--- config.mk ---
export PLATFORM = sky130hd
export DESIGN_NAME = ascii85_stream_decoder_top
export DESIGN_NICKNAME = d
export VERILOG_FILES = /design/src/sv/a85_pkg.sv /design/src/sv/a85_step.sv /design/src/sv/ascii85_stream_decoder_top.sv
export SDC_FILE = /design/constraint.sdc
export NUM_CORES = 1
export LEC_CHECK = 0
export ABC_CLOCK_PERIOD_IN_PS = 27400
export BUFFER_PORTS_ARGS = -buffer_cell sky130_fd_sc_hd__buf_2
export CAP_MARGIN = 20
export CORE_ASPECT_RATIO = 0.5
export CORE_MARGIN = 10
export CORE_UTILIZATION = 60
export CTS_CLUSTER_SIZE = 30
export DETAILED_ROUTE_END_ITERATION = 6
export GPL_ROUTABILITY_DRIVEN = 0
export PLACE_DENSITY = 0.82
export SLEW_MARGIN = 25
export SYNTH_ARGS = -nofsm -noshare
export SYNTH_HDL_FRONTEND = slang
export SYNTH_SLANG_ARGS = --single-unit
--- constraint.sdc ---
create_clock -name clk -period 27.4 [get_ports clk]
set_input_delay 1.37 -clock clk [delete_from_list [all_inputs] [get_ports clk]]
set_output_delay 1.37 -clock clk [all_outputs]
set_load 0.02 [all_outputs]
--- src/sv/a85_pkg.sv ---
// Shared types, constants and helper functions for the ASCII85 stream decoder.
package a85_pkg;

  localparam logic [7:0] CharTilde = 8'h7E;
  localparam logic [7:0] CharZ     = 8'h7A;
  localparam logic [7:0] CharLt    = 8'h3C;
  localparam logic [7:0] CharSpace = 8'h20;
  localparam logic [7:0] DigitLo   = 8'd33;
  localparam logic [7:0] DigitHi   = 8'd117;
  localparam logic [7:0] LtValue   = 8'd27;
  localparam logic [2:0] GroupLen  = 3'd5;
  localparam logic [2:0] MaxBytes  = 3'd4;

  typedef struct packed {
    logic        at_start;
    logic        pending_lt;
    logic [31:0] accumulator;
    logic [2:0]  digit_count;
    logic        stopped;
    logic        error_seen;
  } state_t;

  typedef struct packed {
    logic [2:0]      count;
    logic [3:0][7:0] bytes;
    logic            byte_valid;
    logic            last;
    logic            err;
  } result_t;

  localparam state_t StateReset = '{
    at_start: 1'b1, pending_lt: 1'b0, accumulator: 32'd0,
    digit_count: 3'd0, stopped: 1'b0, error_seen: 1'b0
  };

  // Power of 85 that pads a partial group of the given digit count to five digits.
  function automatic logic [31:0] pad_pow(input logic [2:0] cnt);
    logic [31:0] p;
    case (cnt)
      3'd1:    p = 32'd52200625;
      3'd2:    p = 32'd614125;
      3'd3:    p = 32'd7225;
      3'd4:    p = 32'd85;
      default: p = 32'd1;
    endcase
    return p;
  endfunction

  function automatic logic is_space(input logic [7:0] c);
    return (c == CharSpace) || ((c >= 8'd9) && (c <= 8'd13));
  endfunction

endpackage

--- src/sv/a85_step.sv ---
// Combinational next-state and result logic for one input word of the decoder.
module a85_step (
  input  a85_pkg::state_t  st,
  input  logic [7:0]       text_char,
  input  logic             end_of_text,
  output a85_pkg::state_t  st_next,
  output a85_pkg::result_t res
);

  logic [31:0] base_acc;
  logic [2:0]  base_cnt;
  logic [31:0] digit_acc;
  logic [2:0]  digit_cnt;
  logic [31:0] padded;
  logic [7:0]  digit_val;
  logic        proceed;
  logic        is_digit;

  assign base_acc  = st.pending_lt ? {24'd0, a85_pkg::LtValue} : st.accumulator;
  assign base_cnt  = st.pending_lt ? 3'd1 : st.digit_count;
  assign digit_val = text_char - a85_pkg::DigitLo;
  assign digit_acc = 32'(base_acc * 32'd85) + {24'd0, digit_val};
  assign digit_cnt = base_cnt + 3'd1;
  assign padded    = 32'((base_acc + 32'd1) * a85_pkg::pad_pow(base_cnt)) - 32'd1;
  assign is_digit  = (text_char >= a85_pkg::DigitLo) && (text_char <= a85_pkg::DigitHi);

  always_comb begin
    st_next        = st;
    res.count      = 3'd0;
    res.bytes      = '0;
    res.byte_valid = 1'b0;
    res.last       = 1'b0;
    res.err        = 1'b0;
    proceed        = 1'b0;

    if (end_of_text) begin
      st_next  = a85_pkg::StateReset;
      res.last = 1'b1;
      if (st.error_seen) begin
        res.count = 3'd1;
        res.err   = 1'b1;
      end else if (base_cnt == 3'd0) begin
        res.count = 3'd1;
      end else begin
        res.byte_valid = 1'b1;
        res.count      = (base_cnt == 3'd1) ? 3'd1 : base_cnt - 3'd1;
        res.bytes[0]   = padded[31:24];
        res.bytes[1]   = padded[23:16];
        res.bytes[2]   = padded[15:8];
      end
    end else if (!(st.error_seen || st.stopped)) begin
      if (st.pending_lt) begin
        st_next.pending_lt = 1'b0;
        st_next.at_start   = 1'b0;
        proceed            = (text_char != a85_pkg::CharTilde);
      end else if (st.at_start) begin
        if (!a85_pkg::is_space(text_char)) begin
          st_next.at_start = 1'b0;
          if (text_char == a85_pkg::CharLt) begin
            st_next.pending_lt = 1'b1;
          end else begin
            proceed = 1'b1;
          end
        end
      end else begin
        proceed = 1'b1;
      end

      if (proceed) begin
        st_next.accumulator = base_acc;
        st_next.digit_count = base_cnt;
        if (text_char == a85_pkg::CharTilde) begin
          st_next.stopped = 1'b1;
        end else if (a85_pkg::is_space(text_char)) begin
          st_next.stopped = st.stopped;
        end else if ((text_char == a85_pkg::CharZ) && (base_cnt == 3'd0)) begin
          res.count      = a85_pkg::MaxBytes;
          res.byte_valid = 1'b1;
        end else if (!is_digit) begin
          st_next.error_seen = 1'b1;
        end else if (digit_cnt == a85_pkg::GroupLen) begin
          st_next.accumulator = 32'd0;
          st_next.digit_count = 3'd0;
          res.count           = a85_pkg::MaxBytes;
          res.byte_valid      = 1'b1;
          res.bytes[0]        = digit_acc[31:24];
          res.bytes[1]        = digit_acc[23:16];
          res.bytes[2]        = digit_acc[15:8];
          res.bytes[3]        = digit_acc[7:0];
        end else begin
          st_next.accumulator = digit_acc;
          st_next.digit_count = digit_cnt;
        end
      end
    end
  end

endmodule

--- src/sv/ascii85_stream_decoder_top.sv ---
// Top level of the ASCII85 stream decoder: input register, decode step and output buffer.
// A word is registered at acceptance; its results load the output buffer once it has room.
// Throughput: one input word per cycle while each yields at most one result and out_stall
// is low; a word with more results holds the input until its last byte is being taken.
// Reset: synchronous, active high; clears the decoder to the start of a new text
// and empties the input register and the output buffer.
module ascii85_stream_decoder_top (
  input  logic       clk,
  input  logic       rst,
  input  logic       in_valid,
  output logic       in_stall,
  input  logic [7:0] text_char,
  input  logic       end_of_text,
  output logic       out_valid,
  input  logic       out_stall,
  output logic [7:0] data_byte,
  output logic       byte_valid,
  output logic       last,
  output logic       decode_error
);

  logic              s1_valid;
  logic [7:0]        s1_char;
  logic              s1_eot;
  logic              s1_take;
  logic              buf_free;
  a85_pkg::state_t   st;
  a85_pkg::state_t   st_next;
  a85_pkg::result_t  res;
  logic [2:0]        ob_count;
  logic [3:0][7:0]   ob_bytes;
  logic              ob_bv;
  logic              ob_last;
  logic              ob_err;

  a85_step u_step (
    .st          (st),
    .text_char   (s1_char),
    .end_of_text (s1_eot),
    .st_next     (st_next),
    .res         (res)
  );

  assign buf_free = (ob_count == 3'd0) || ((ob_count == 3'd1) && !out_stall);
  assign s1_take  = s1_valid && buf_free;
  assign in_stall = s1_valid && !s1_take;

  always_ff @(posedge clk) begin
    if (rst) begin
      s1_valid <= 1'b0;
    end else if (!in_stall) begin
      s1_valid <= in_valid;
    end
    if (!in_stall && in_valid) begin
      s1_char <= text_char;
      s1_eot  <= end_of_text;
    end
  end

  always_ff @(posedge clk) begin
    if (rst) begin
      st       <= a85_pkg::StateReset;
      ob_count <= 3'd0;
    end else if (s1_take) begin
      st       <= st_next;
      ob_count <= res.count;
    end else if (out_valid && !out_stall) begin
      ob_count <= ob_count - 3'd1;
    end
    if (s1_take) begin
      ob_bytes <= res.bytes;
      ob_bv    <= res.byte_valid;
      ob_last  <= res.last;
      ob_err   <= res.err;
    end else if (out_valid && !out_stall) begin
      ob_bytes <= {8'd0, ob_bytes[3:1]};
    end
  end

  assign out_valid    = (ob_count != 3'd0);
  assign data_byte    = ob_bytes[0];
  assign byte_valid   = ob_bv;
  assign last         = ob_last && (ob_count == 3'd1);
  assign decode_error = ob_err && (ob_count == 3'd1);

  a_no_byte_is_final: assert property (@(posedge clk) disable iff (rst)
    (out_valid && !byte_valid) |-> last)
    else $error("result without a byte is not the final one");

  a_error_only_final: assert property (@(posedge clk) disable iff (rst)
    (out_valid && decode_error) |-> (last && !byte_valid))
    else $error("error flag on a non-final or byte-carrying result");

  a_group_bound: assert property (@(posedge clk) disable iff (rst)
    (st.digit_count <= 3'd4) && (ob_count <= a85_pkg::MaxBytes))
    else $error("digit count or buffer fill out of range");

  a_take_empties: assert property (@(posedge clk) disable iff (rst)
    (s1_take && res.count == 3'd0) |=> !out_valid)
    else $error("buffer not empty after a word with no results");

endmodule

* Yosys cells after proc, flatten, opt, wreduce, memory -nomap -nowiden
Cells that the tools add are included.
Word-level totals: bits in registers 87, input bits 13, output and inout bits 13, logic and storage cells 121
Operators by class: $add $sub $neg 7, $mul 2, order comparisons 4, equal/unequal tests 16, multiplexer cells 49, reduce and logical (&&, ||, !) cells 26
Operator list (number):
- 36-bit two-way mux | 6
- 35-bit two-way mux | 5
- 32-bit two-way mux | 4
- 26-bit case mux with 4 select lines | 1
- 39-bit two-way mux | 2
- 25-bit two-way mux | 3
- 37-bit two-way mux | 1
- 32-bit by 1-bit adder with 32-bit output (second input constant) | 1
- 32-bit by 8-bit adder with 32-bit output | 1
- 32-bit by 26-bit multiplier with 32-bit output | 1
- 32-bit by 7-bit multiplier with 32-bit output (second input constant) | 1
- 32-bit by 1-bit subtractor with 32-bit output (second input constant) | 1
- 3-bit two-way mux | 8
- 8-bit by 6-bit equality test with 1-bit output (second input constant) | 2
- 8-bit by 7-bit equality test with 1-bit output (second input constant) | 2
- 1-bit two-way mux | 14
- 1-bit logical AND | 10
- 2-bit != test (second input constant) | 5
- 8-bit by 4-bit greater-or-equal comparator with 1-bit output (second input constant) | 1
- 8-bit by 6-bit greater-or-equal comparator with 1-bit output (second input constant) | 1
- 8-bit by 4-bit less-or-equal comparator with 1-bit output (second input constant) | 1
- 8-bit by 7-bit less-or-equal comparator with 1-bit output (second input constant) | 1
- 2-bit two-way mux | 4
- 8-bit two-way mux | 1
- 16 further kinds | 27

* Longest topological paths before layout
Gate-level depths: netlist of run 1.
depth in word-level cells 12, gate-level depth with buffers 39, mapped depth without buffers 35

* Hierarchy
A second synthesis of run 1 with hierarchy kept.
Second synthesis, totals: cells, all modules 2587, area total of the unflattened synthesis 22077.4 sq um
Modules (own cells, without submodules):
- a85_step | times used 1, cells an instance 2241, area an instance 18672.9 sq um, sequential area each 0.0 sq um
- ascii85_stream_decoder_top | times used 1, cells an instance 346, area an instance 3404.5 sq um, sequential area each 2182.1 sq um

* Least setup slack after synthesis of run 1
No wires, ideal clock.
path kind flip-flop to flip-flop, start register, netlist name st[37], end register ob_bytes (netlist bit data_byte[7]), data pin, library setup time 0.268 ns, arrival time 9.073 ns, required time 27.132 ns, path slack 18.059 ns, cell stages (with the launch flop) 36, path buffers 4, period minus slack after synthesis 9.341 ns, cells stage by stage dfxtp_1 clkbuf_1 clkbuf_1 clkbuf_1 or2_2 clkbuf_1 ha_1 nand3b_1 or3_1 nor4_4 nand3_1 xnor2_1 inv_1 nand2_1 fa_1 fa_1 inv_1 fa_1 inv_1 fa_1 inv_1 fa_1 inv_1 fa_1 fa_1 xnor2_1 xnor2_1 xnor2_1 xnor2_1 xnor2_1 xnor2_1 xnor2_1 xnor2_1 xnor3_1 xnor3_1 o221ai_2
On the way: word-level cells in the longest chain between the ends 12, elaborated cells between the ends (all ways) 30, those cells by class 4 x add/sub; 2 x mul; 5 x eq/ne; 17 x mux; 2 x reduce/logical
Ends and longest elaborated chain:
- branches (longest 10 deep; another with 32-bit by 1-bit adder with 32-bit output)
- 25-bit two-way mux * | line a85_step.sv:36 | if (end_of_text) begin
- 32-bit two-way mux * | line ascii85_stream_decoder_top.sv:70 | if (s1_take) begin
- to (signal assigned) | line ascii85_stream_decoder_top.sv:71 | ob_bytes <= res.bytes;
- to (signal assigned) | line ascii85_stream_decoder_top.sv:76 | ob_bytes <= {8'd0, ob_bytes[3:1]};
- to (decl) | line ascii85_stream_decoder_top.sv:31 | logic [3:0][7:0] ob_bytes;
Mark *: on every way between the ends. The select of a mux whose other input is x is not followed. A chain may end at the register's enable or synchronous reset.

* Final worst setup path of run 1
start register, netlist name st[5], end register ob_bytes (netlist bit data_byte[5]), data pin
On the way: word-level cells in the longest chain between the ends 12, elaborated cells between the ends (all ways) 17, those cells by class 3 x add/sub; 2 x mul; 12 x mux
Ends and longest elaborated chain:
- 32-bit two-way mux * | line a85_step.sv:19 | assign base_acc = st.pending_lt ? {24'd0, a85_pkg::LtValue} : st.accumulator;
- branches (longest 9 deep; another with 32-bit by 1-bit adder with 32-bit output)
- 25-bit two-way mux * | line a85_step.sv:36
- 32-bit two-way mux * | line ascii85_stream_decoder_top.sv:70
Mark *: on every way between the ends.

==> results of run 1 <==
## cell usage after synthesis, types with 4 or more instances
| cell type | n | area (um2) |
|---|---|---|
| a22oi_1 | 27 | 203 |
| a31o_2 | 5 | 43.8 |
| xnor2_1 | 93 | 815 |
| dfxtp_1 | 43 | 861 |
| a211oi_1 | 5 | 37.5 |
| nand3_1 | 31 | 155 |
| or3_1 | 13 | 81.3 |
| nand2b_1 | 15 | 93.8 |
| buf_4 | 8 | 60.1 |
| edfxtp_1 | 44 | 1320 |
| a31oi_1 | 5 | 31.3 |
| a221oi_1 | 11 | 96.3 |
| buf_1 | 5 | 18.8 |
| o221ai_1 | 6 | 52.6 |
| a21oi_1 | 89 | 445 |
| nor2b_1 | 41 | 257 |
| o31ai_1 | 8 | 60.1 |
| a22o_1 | 5 | 43.8 |
| o21bai_1 | 10 | 75.1 |
| o21a_1 | 13 | 97.6 |
| nor3_1 | 29 | 145 |
| or2_2 | 9 | 56.3 |
| nand3b_1 | 5 | 37.5 |
| o22ai_1 | 8 | 50.1 |
| fa_1 | 357 | 7150 |
| o21ai_0 | 44 | 220 |
| clkbuf_1 | 61 | 229 |
| a21o_1 | 35 | 263 |
| nand4_1 | 10 | 62.6 |
| nor2_1 | 211 | 792 |
| xor2_1 | 31 | 272 |
| and2_1 | 12 | 75.1 |
| mux2i_1 | 4 | 40.0 |
| and3_1 | 13 | 81.3 |
| nand2_1 | 114 | 428 |
| inv_1 | 673 | 2530 |
| ha_1 | 290 | 3630 |
## layer usage
metal | vias up | share of wire [%]
met5 | - | 0.022
met4 | 2 | 3.7
met3 | 184 | 15
met2 | 1071 | 43
met1 | 8219 | 39
li1 | 7570 | -
## logic make-up (layout without fill, tap and decap cells)
group / Yosys count / count (layout) / synth area share [%]
XOR/XNOR: 127 / 127 / 5.37
buffers and inverters: 751 / 741 / 13.2
AND/OR/NAND/NOR: 534 / 534 / 11.9
AO/OA/AOI/OAI: 299 / 299 / 9.12
multiplexers: 6 / 6 / 0.290
adder cells (fa/ha/maj): 647 / 647 / 50.0
flip-flops: 87 / 87 / 10.1
other: 0 / 1 / 0
## where the power goes
part / switching, W / total (W) / leakage [nW] / internal, W
clock: 0.0000508 / 0.000121 / 0.135 / 0.0000700
combinational: 0.000248 / 0.000384 / 11.0 / 0.000136
sequential: 0.0000164 / 0.000200 / 0.784 / 0.000183
total: 0.000316 / 0.000705 / 11.9 / 0.000389
## path summary, 6_finish.rpt
| check | slack [ns] | startpoint | end |
|---|---|---|---|
| worst min-delay path | 0.49 | st[38] | st[38] |
| worst max register to register | 17.89 | st[5] | data_byte[5] |
| worst max-delay path | 17.89 | st[5] | data_byte[5] |
| worst min register to register | 0.49 | st[38] | st[38] |
## through the flow
step | instances | setup WS [ns]
2_1_floorplan | 2451 | 18.06
6_report | 2917 | 17.89
5_1_grt | 2916 | 17.40
3_3_place_gp | 2900 | 18.35
3_5_place_dp | 2900 | 18.07
4_1_cts | 2916 | 18.03
## registers in the layout (all words and copies together) (netlist names)
| name | flops |
|---|---|
| s1_char | 8 |
| data_byte | 8 |
| ob_err | 1 |
| ob_count | 3 |
| ob_bytes | 24 |
| s1_valid | 1 |
| st | 39 |
| s1_eot | 1 |
| ob_last | 1 |
| byte_valid | 1 |
## tightest hold or removal path, cell delays in order (launching register included)
cell	delay [ns]
dfxtp_1	0.32
o21ai_0	0.07
nand2_1	0.06
## area by class of cell
cell class / instances / area (um2) / area share, %
tap: 475 / 594 / 2.65
antenna: 1 / 2.50 / 0.0111
sequential: 87 / 2180 / 9.72
multi-input combinational: 1613 / 16500 / 73.7
clock inverter: 5 / 50.0 / 0.223
clock buffer: 11 / 233 / 1.04
inverter: 676 / 2540 / 11.3
timing repair buffer: 49 / 305 / 1.36
==> metrics.md, run 1 <==
| Metric | Value |
|---|---|
| DRT Wirelength | between 50 and 60 mm |
| Placement Cell Area | between 20000 and 25000 um2 |
| Worst-path clk slew | 0.07 ns |
| Max IR drop VDD | 42.5 uV |
| Clk_lat worst skew | 0.35 ns |
| Met1 Track Usage GR | 34.6% |
| Total track usage | ~27% |
| Most frequent cells in the layout | 673 x inv_1, 357 x fa_1, 290 x ha_1 |
| # H-tree levels | 3 |
| Post-synthesis cell count | around 2500 |
| DR vias/cell | between 5 and 6 |
| Final Util | between 60% and 70% |
| Ports | 26 |
| CP max FO | 13 |
| Most used cell, CP | fa_1 |
| Critical path depth | 32 |
| Worst path arrival time | about 9.6 ns |
| Fmax | between 0.1 and 0.15 GHz |
| Worst Path Buf+Inv | 6 |
| Detailed placer's ending HPWL | between 40 and 50 mm |
| Finished Cell Area | 22400 um2 |
| TritonRoute pass-1 iters | 6 |
| Num rows | 48 |
| Post-Syn Area | roughly 22000 um2 |
| Post-CTS Setup Bufs | 0 |
| Most common cell after layout, fill and taps aside | inv_1 |
| Layout cells sized above 1 | under 10% |
| CP peak stage delay | 0.70 ns |
| MaxCap Viol Count | 0 |
| Worst Hold Class | reg -> reg |
| Ys async rst share | 0% |
| Inserted Clock Buffers | 9 |
| Fin crit share | a little over a third |
| Hold-fix buffers, CTS | 0 |
| Busiest grt layer | met2 |
| Post-synth EDFFs | 44 |
| NumNets Final | 3096 |
| Pins Over Slew Limit | 0 |
| First-pass GRT wire length | between 90 and 100 mm |
| Fill count | 2728 |
| Final Setup Violations | 0 |
| Power Dens Cells | around 31 nW/um2 |
| Largest net degree at the start of global routing | 50 |
| Total number of yosys warnings | 0 |
| Worst Tran Pin Value | between 1 and 1.5 ns |
| Worst reg2reg path depth | 32 |
| Post-route minimum period | roughly 9.5 ns |
| CP Class | reg -> reg |
| Status | finished, final reports clean |
| P_leak | around 12 nW |
| Total power | approximately 0.00070 W |
| CP top delay family | adder cells |
| Syn Area/Cell | around 8.8 um2 |
| Synth Flop Type | edfxtp_1 |
| CTS tree | done |
| Critical Path Start Type | register |
| Worst Path Required | between 20 and 30 ns |
| DRC | 0 |
| Vias | 17000 |
| Post-CTS Resized | 0 |
| Clk_skew | 0.00784 ns |
| Iter 0 DRT Violations | 2218 |
| Avg WL per Cell | a little over 20 um |
| Root Buffer | clkbuf_16 |
| Setup TNS | 0 ns |
| GRT overflow | 0 |
| CP max-delay cell | xnor2_1 |
| Yosys reg bits | 87 |
| Initial Utilization | 61.7% |
| Die area | between 40000 and 50000 um2 |
| Max-slew headroom | a little under a fifth |
| Core area | between 30000 and 40000 um2 |
| Post-synthesis sequential area ratio | 10.1% |
| Die height | ~150 um |
| IO buf count | 25 |
| Worst setup EP type | register |
| Hold Path Depth | 2 |
| Final Hold Fails | 0 |
| Die width | approximately 290 um |
| Worst hold slack | approximately 0.49 ns |
| Clock sinks | between 80 and 90 |
| Area growth syn-to-layout | 4.13% |
| Antenna Nets Post-Route | 0 |
| GRT met2 Usage | between 40% and 50% |
| Bufs on Longest Clock Path | 2 |
| Synth cell types | 76 |
| RSZ-0062 raised after global routing | no |
| Grt met3 use | 10.7% |
| Vias in the first global route | 17700 |
| Initial antenna violation count | 2 |
| Synthesized net count | ~3100 |
No activity file was read; power rests on OpenSTA's default activity.
==> run 2: changes to the inputs <==
--- a/config.mk
+++ b/config.mk
@@ -5,7 +5,7 @@
 export SDC_FILE = /design/constraint.sdc
 export NUM_CORES = 1
 export LEC_CHECK = 0
-export ABC_CLOCK_PERIOD_IN_PS = 27400
+export ABC_CLOCK_PERIOD_IN_PS = 9600
 export BUFFER_PORTS_ARGS = -buffer_cell sky130_fd_sc_hd__buf_2
 export CAP_MARGIN = 20
 export CORE_ASPECT_RATIO = 0.5
==> constraint.sdc (replaced) <==
create_clock -name clk -period 9.6 [get_ports clk]
set_input_delay 0.48 -clock clk [delete_from_list [all_inputs] [get_ports clk]]
set_output_delay 0.48 -clock clk [all_outputs]
set_load 0.02 [all_outputs]
==> run 2 against run 1 <==
Compared with the run above: the flow now finishes with violations (DRC); sequential share of layout area about the same; critical endpoint is now data_byte[7]; flip-flop and latch count stayed put; setup slack lost 17 ns; worst hold slack worse by 0.18 ns; global-route usage shrank 0.096 points; cell count up 0.24%; non-clock buffer count grew 8; routed wire length increased by 0.11%; design area grew 0.38%.
==> metrics.md, run 2 (same netlist as run 1, synthesis figures left out) <==
| Metric | Value |
|---|---|
| Status | finished with violations |
| Failing checks | DRC |
| Die height | 154 um (unchanged) |
| TritonRoute pass-1 iters | 7 (+1) |
| Area growth syn-to-layout | 4.53% |
| RSZ-0062 raised after global routing | no |
| Antenna Nets Post-Route | 0 (unchanged) |
| Setup TNS | 0 ns (unchanged) |
| CP Class | reg -> reg |
| Critical Path Start Type | register |
| Initial Utilization | 61.7% (unchanged) |
| Worst reg2reg path depth | 31 (-3.1%) |
| DRC | 2 (+2) |
| Ports | 26 (unchanged) |
| GRT overflow | 0 (unchanged) |
| Diode count | 0 (-1) |
| Post-route minimum period | 9.13 ns (-0.381 ns) |
| Vias in the first global route | 17400 (-1.6%) |
| Die width | 288 um (unchanged) |
| CP max FO | 5 (-8) |
| Clk_lat worst skew | 0.35 ns (about the same) |
| Post-CTS Resized | 0 (unchanged) |
| Inserted Clock Buffers | 9 (unchanged) |
| CP peak stage delay | 0.56 ns (-0.14 ns) |
| Initial antenna violation count | 0 (-2) |
| Pins Over Slew Limit | 0 (unchanged) |
| Fmax | 0.109 GHz (+4.2%) |
| First-pass GRT wire length | 93.9 mm (-0.58%) |
| Hold-fix buffers, CTS | 0 (unchanged) |
| Worst setup EP type | register |
| NumNets Final | 3104 (+0.26%) |
| Detailed placer's ending HPWL | 51.0 mm (+1.9%) |
| Finished Cell Area | 22500 um2 (+0.38%) |
| Max IR drop VDD | 124 uV (+190%) |
| Worst path arrival time | 9.21 ns (-0.40 ns) |
| Switch share | 44.3% (-0.55 points) |
| R2R Setup Slk | 0.47 ns (-17.42 ns) |
| Final Util | 64.5% (+0.24 points) |
| Avg WL per Cell | 20.3 um (-0.13%) |
| Max reg flops | 39 (unchanged) |
| Worst Tran Pin Value | 1.09 ns (-0.122 ns) |
| Final Setup Violations | 0 (unchanged) |
| Hold Startpoint | text_char[1] |
| Most common cell after layout, fill and taps aside | inv_1 |
| Max-slew headroom | 26.9% (+7.8 points) |
| Top reg by flops | st |
| P_leak | 12.0 nW (+0.47%) |
| Iter 0 DRT Violations | 2130 (-4.0%) |
| IO buf count | 25 (unchanged) |
| Hold Path Depth | 1 (-1) |
| Post-CTS Setup Bufs | 0 (unchanged) |
| FF-to-FF End | data_byte[7] |
| Largest regs | st: 39 flops, ob_bytes: 24 flops |
| CP max-delay cell | fa_1 |
| Hold worst-path end | s1_char[1] |
| Dpl ws | 0.625 ns (-17.44 ns) |
| Fill count | 2742 (+0.51%) |
| Largest net degree at the start of global routing | 41 (-18%) |
| Vias | 16900 (-0.86%) |
| Core area | 35000 um2 (unchanged) |
| Worst Path Required | 9.68 ns (-17.82 ns) |
| Final Hold Fails | 0 (unchanged) |
| Layout cells sized above 1 | 4.37% (+0.31 points) |
| DR vias/cell | 5.78 (-1.1%) |
| # H-tree levels | 3 (unchanged) |
| Total track usage | 26.9% (-0.096 points) |
| Worst-path clk slew | 0.06 ns (about the same) |
| Root Buffer | clkbuf_16 |
| Placement Cell Area | 22200 um2 (+0.27%) |
| DRT Wirelength | 59.3 mm (+0.11%) |
| Num rows | 48 (unchanged) |
| Worst Hold Class | in -> reg |
| Most frequent cells in the layout | 673 x inv_1, 357 x fa_1, 290 x ha_1 |
| CTS tree | done |
| Combinational Power Share | 54.0% (-0.5 points) |
| Bufs on Longest Clock Path | 2 (unchanged) |
| Die area | 44400 um2 (unchanged) |
| Fin crit share | 95.1% (+60 points) |
| Worst r2r src | st[6] |
| Clk_skew | 0.00759 ns (-0.000250 ns) |
| Int Pwr | 0.00114 W (+190%) |
| P_sw | 0.000903 W (+190%) |
| Final WS setup | 0.466 ns (-17.42 ns) |
| MaxCap Viol Count | 0 (unchanged) |
| Clk pwr share | 18.1% (+1.0 points) |
| Clock sinks | 87 (unchanged) |
| Power Dens Cells | 90.6 nW/um2 (+190%) |
| Flop pwr share | 27.9% (-0.4 points) |
## run 2: cell count changes in the layout (fill, tap and decap cells not counted), sizes merged
cell,before,now
buf,49,57
clkinvlp,1,0
diode,1,0
bufinv,1,2
## run 2: how the worst max path moves through the flow
| stage | slack, ns | startpoint | to |
|---|---|---|---|
| 3_3_place_gp | 0.78 | st[37] | data_byte[5] |
| 2_1_floorplan | 0.26 | st[37] | data_byte[7] |
| 6_report | 0.47 | st[6] | data_byte[7] |
| 3_5_place_dp | 0.63 | st[37] | data_byte[7] |
| 5_1_grt | 0.10 | st[37] | data_byte[5] |
| 4_1_cts | 0.61 | st[37] | data_byte[5] |
## run 2: power by group through the flow
| stage | sequential (W) | clock [W] | combinational, W |
|---|---|---|---|
| after CTS | 0.000569 | 0.000366 | 0.00107 |
| final | 0.000570 | 0.000368 | 0.00110 |
| after global placement | 0.000575 | 0 | 0.00104 |
| after detailed placement | 0.000577 | 0 | 0.00106 |
| after global routing | 0.000576 | 0.000378 | 0.00119 |
| after floorplan | 0.000552 | 0 | 0.000778 |
## run 2: layer usage
metal / wire, um / global-route usage, % / part of all wire, %
met2: 25700 / 41.0 / 43
met5: 0 / 0 / 0
met1: 23100 / 35.1 / 39
met4: 1890 / 8.49 / 3.2
met3: 8590 / 9.95 / 14
## run 2: metrics by stage
| step | cells | power, W | hold slack (ns) |
|---|---|---|---|
| 2_1_floorplan | 2451 | 0.00133 | 0.424 |
| 3_3_place_gp | 2908 | 0.00162 | 0.461 |
| 3_5_place_dp | 2908 | 0.00163 | 0.475 |
| 4_1_cts | 2924 | 0.00200 | 0.304 |
| 5_1_grt | 2924 | 0.00214 | 0.310 |
| 6_report | 2924 | 0.00204 | 0.308 |
## run 2: critical path, delay by kind of cell (launching register included)
kind                       cells  cell delay (ns)
AOI/OAI and AO/OA              4             1.02
xor gates and xnor gates       2             0.55
adders and majority gates      9             4.23
buffers and inverters          7             0.69
DFF                            1             0.37
and+or+nand+nor                9             2.01
## run 2: area by class of cell
class / count / area [um2] / area share (%)
inverters: 676 / 2540 / 11.3
flip-flops and latches: 87 / 2180 / 9.68
multi-input cells: 1613 / 16500 / 73.4
well taps: 475 / 594 / 2.64
clock inverters: 5 / 72.6 / 0.322
repair buffers: 57 / 365 / 1.62
clock buffers: 11 / 233 / 1.03
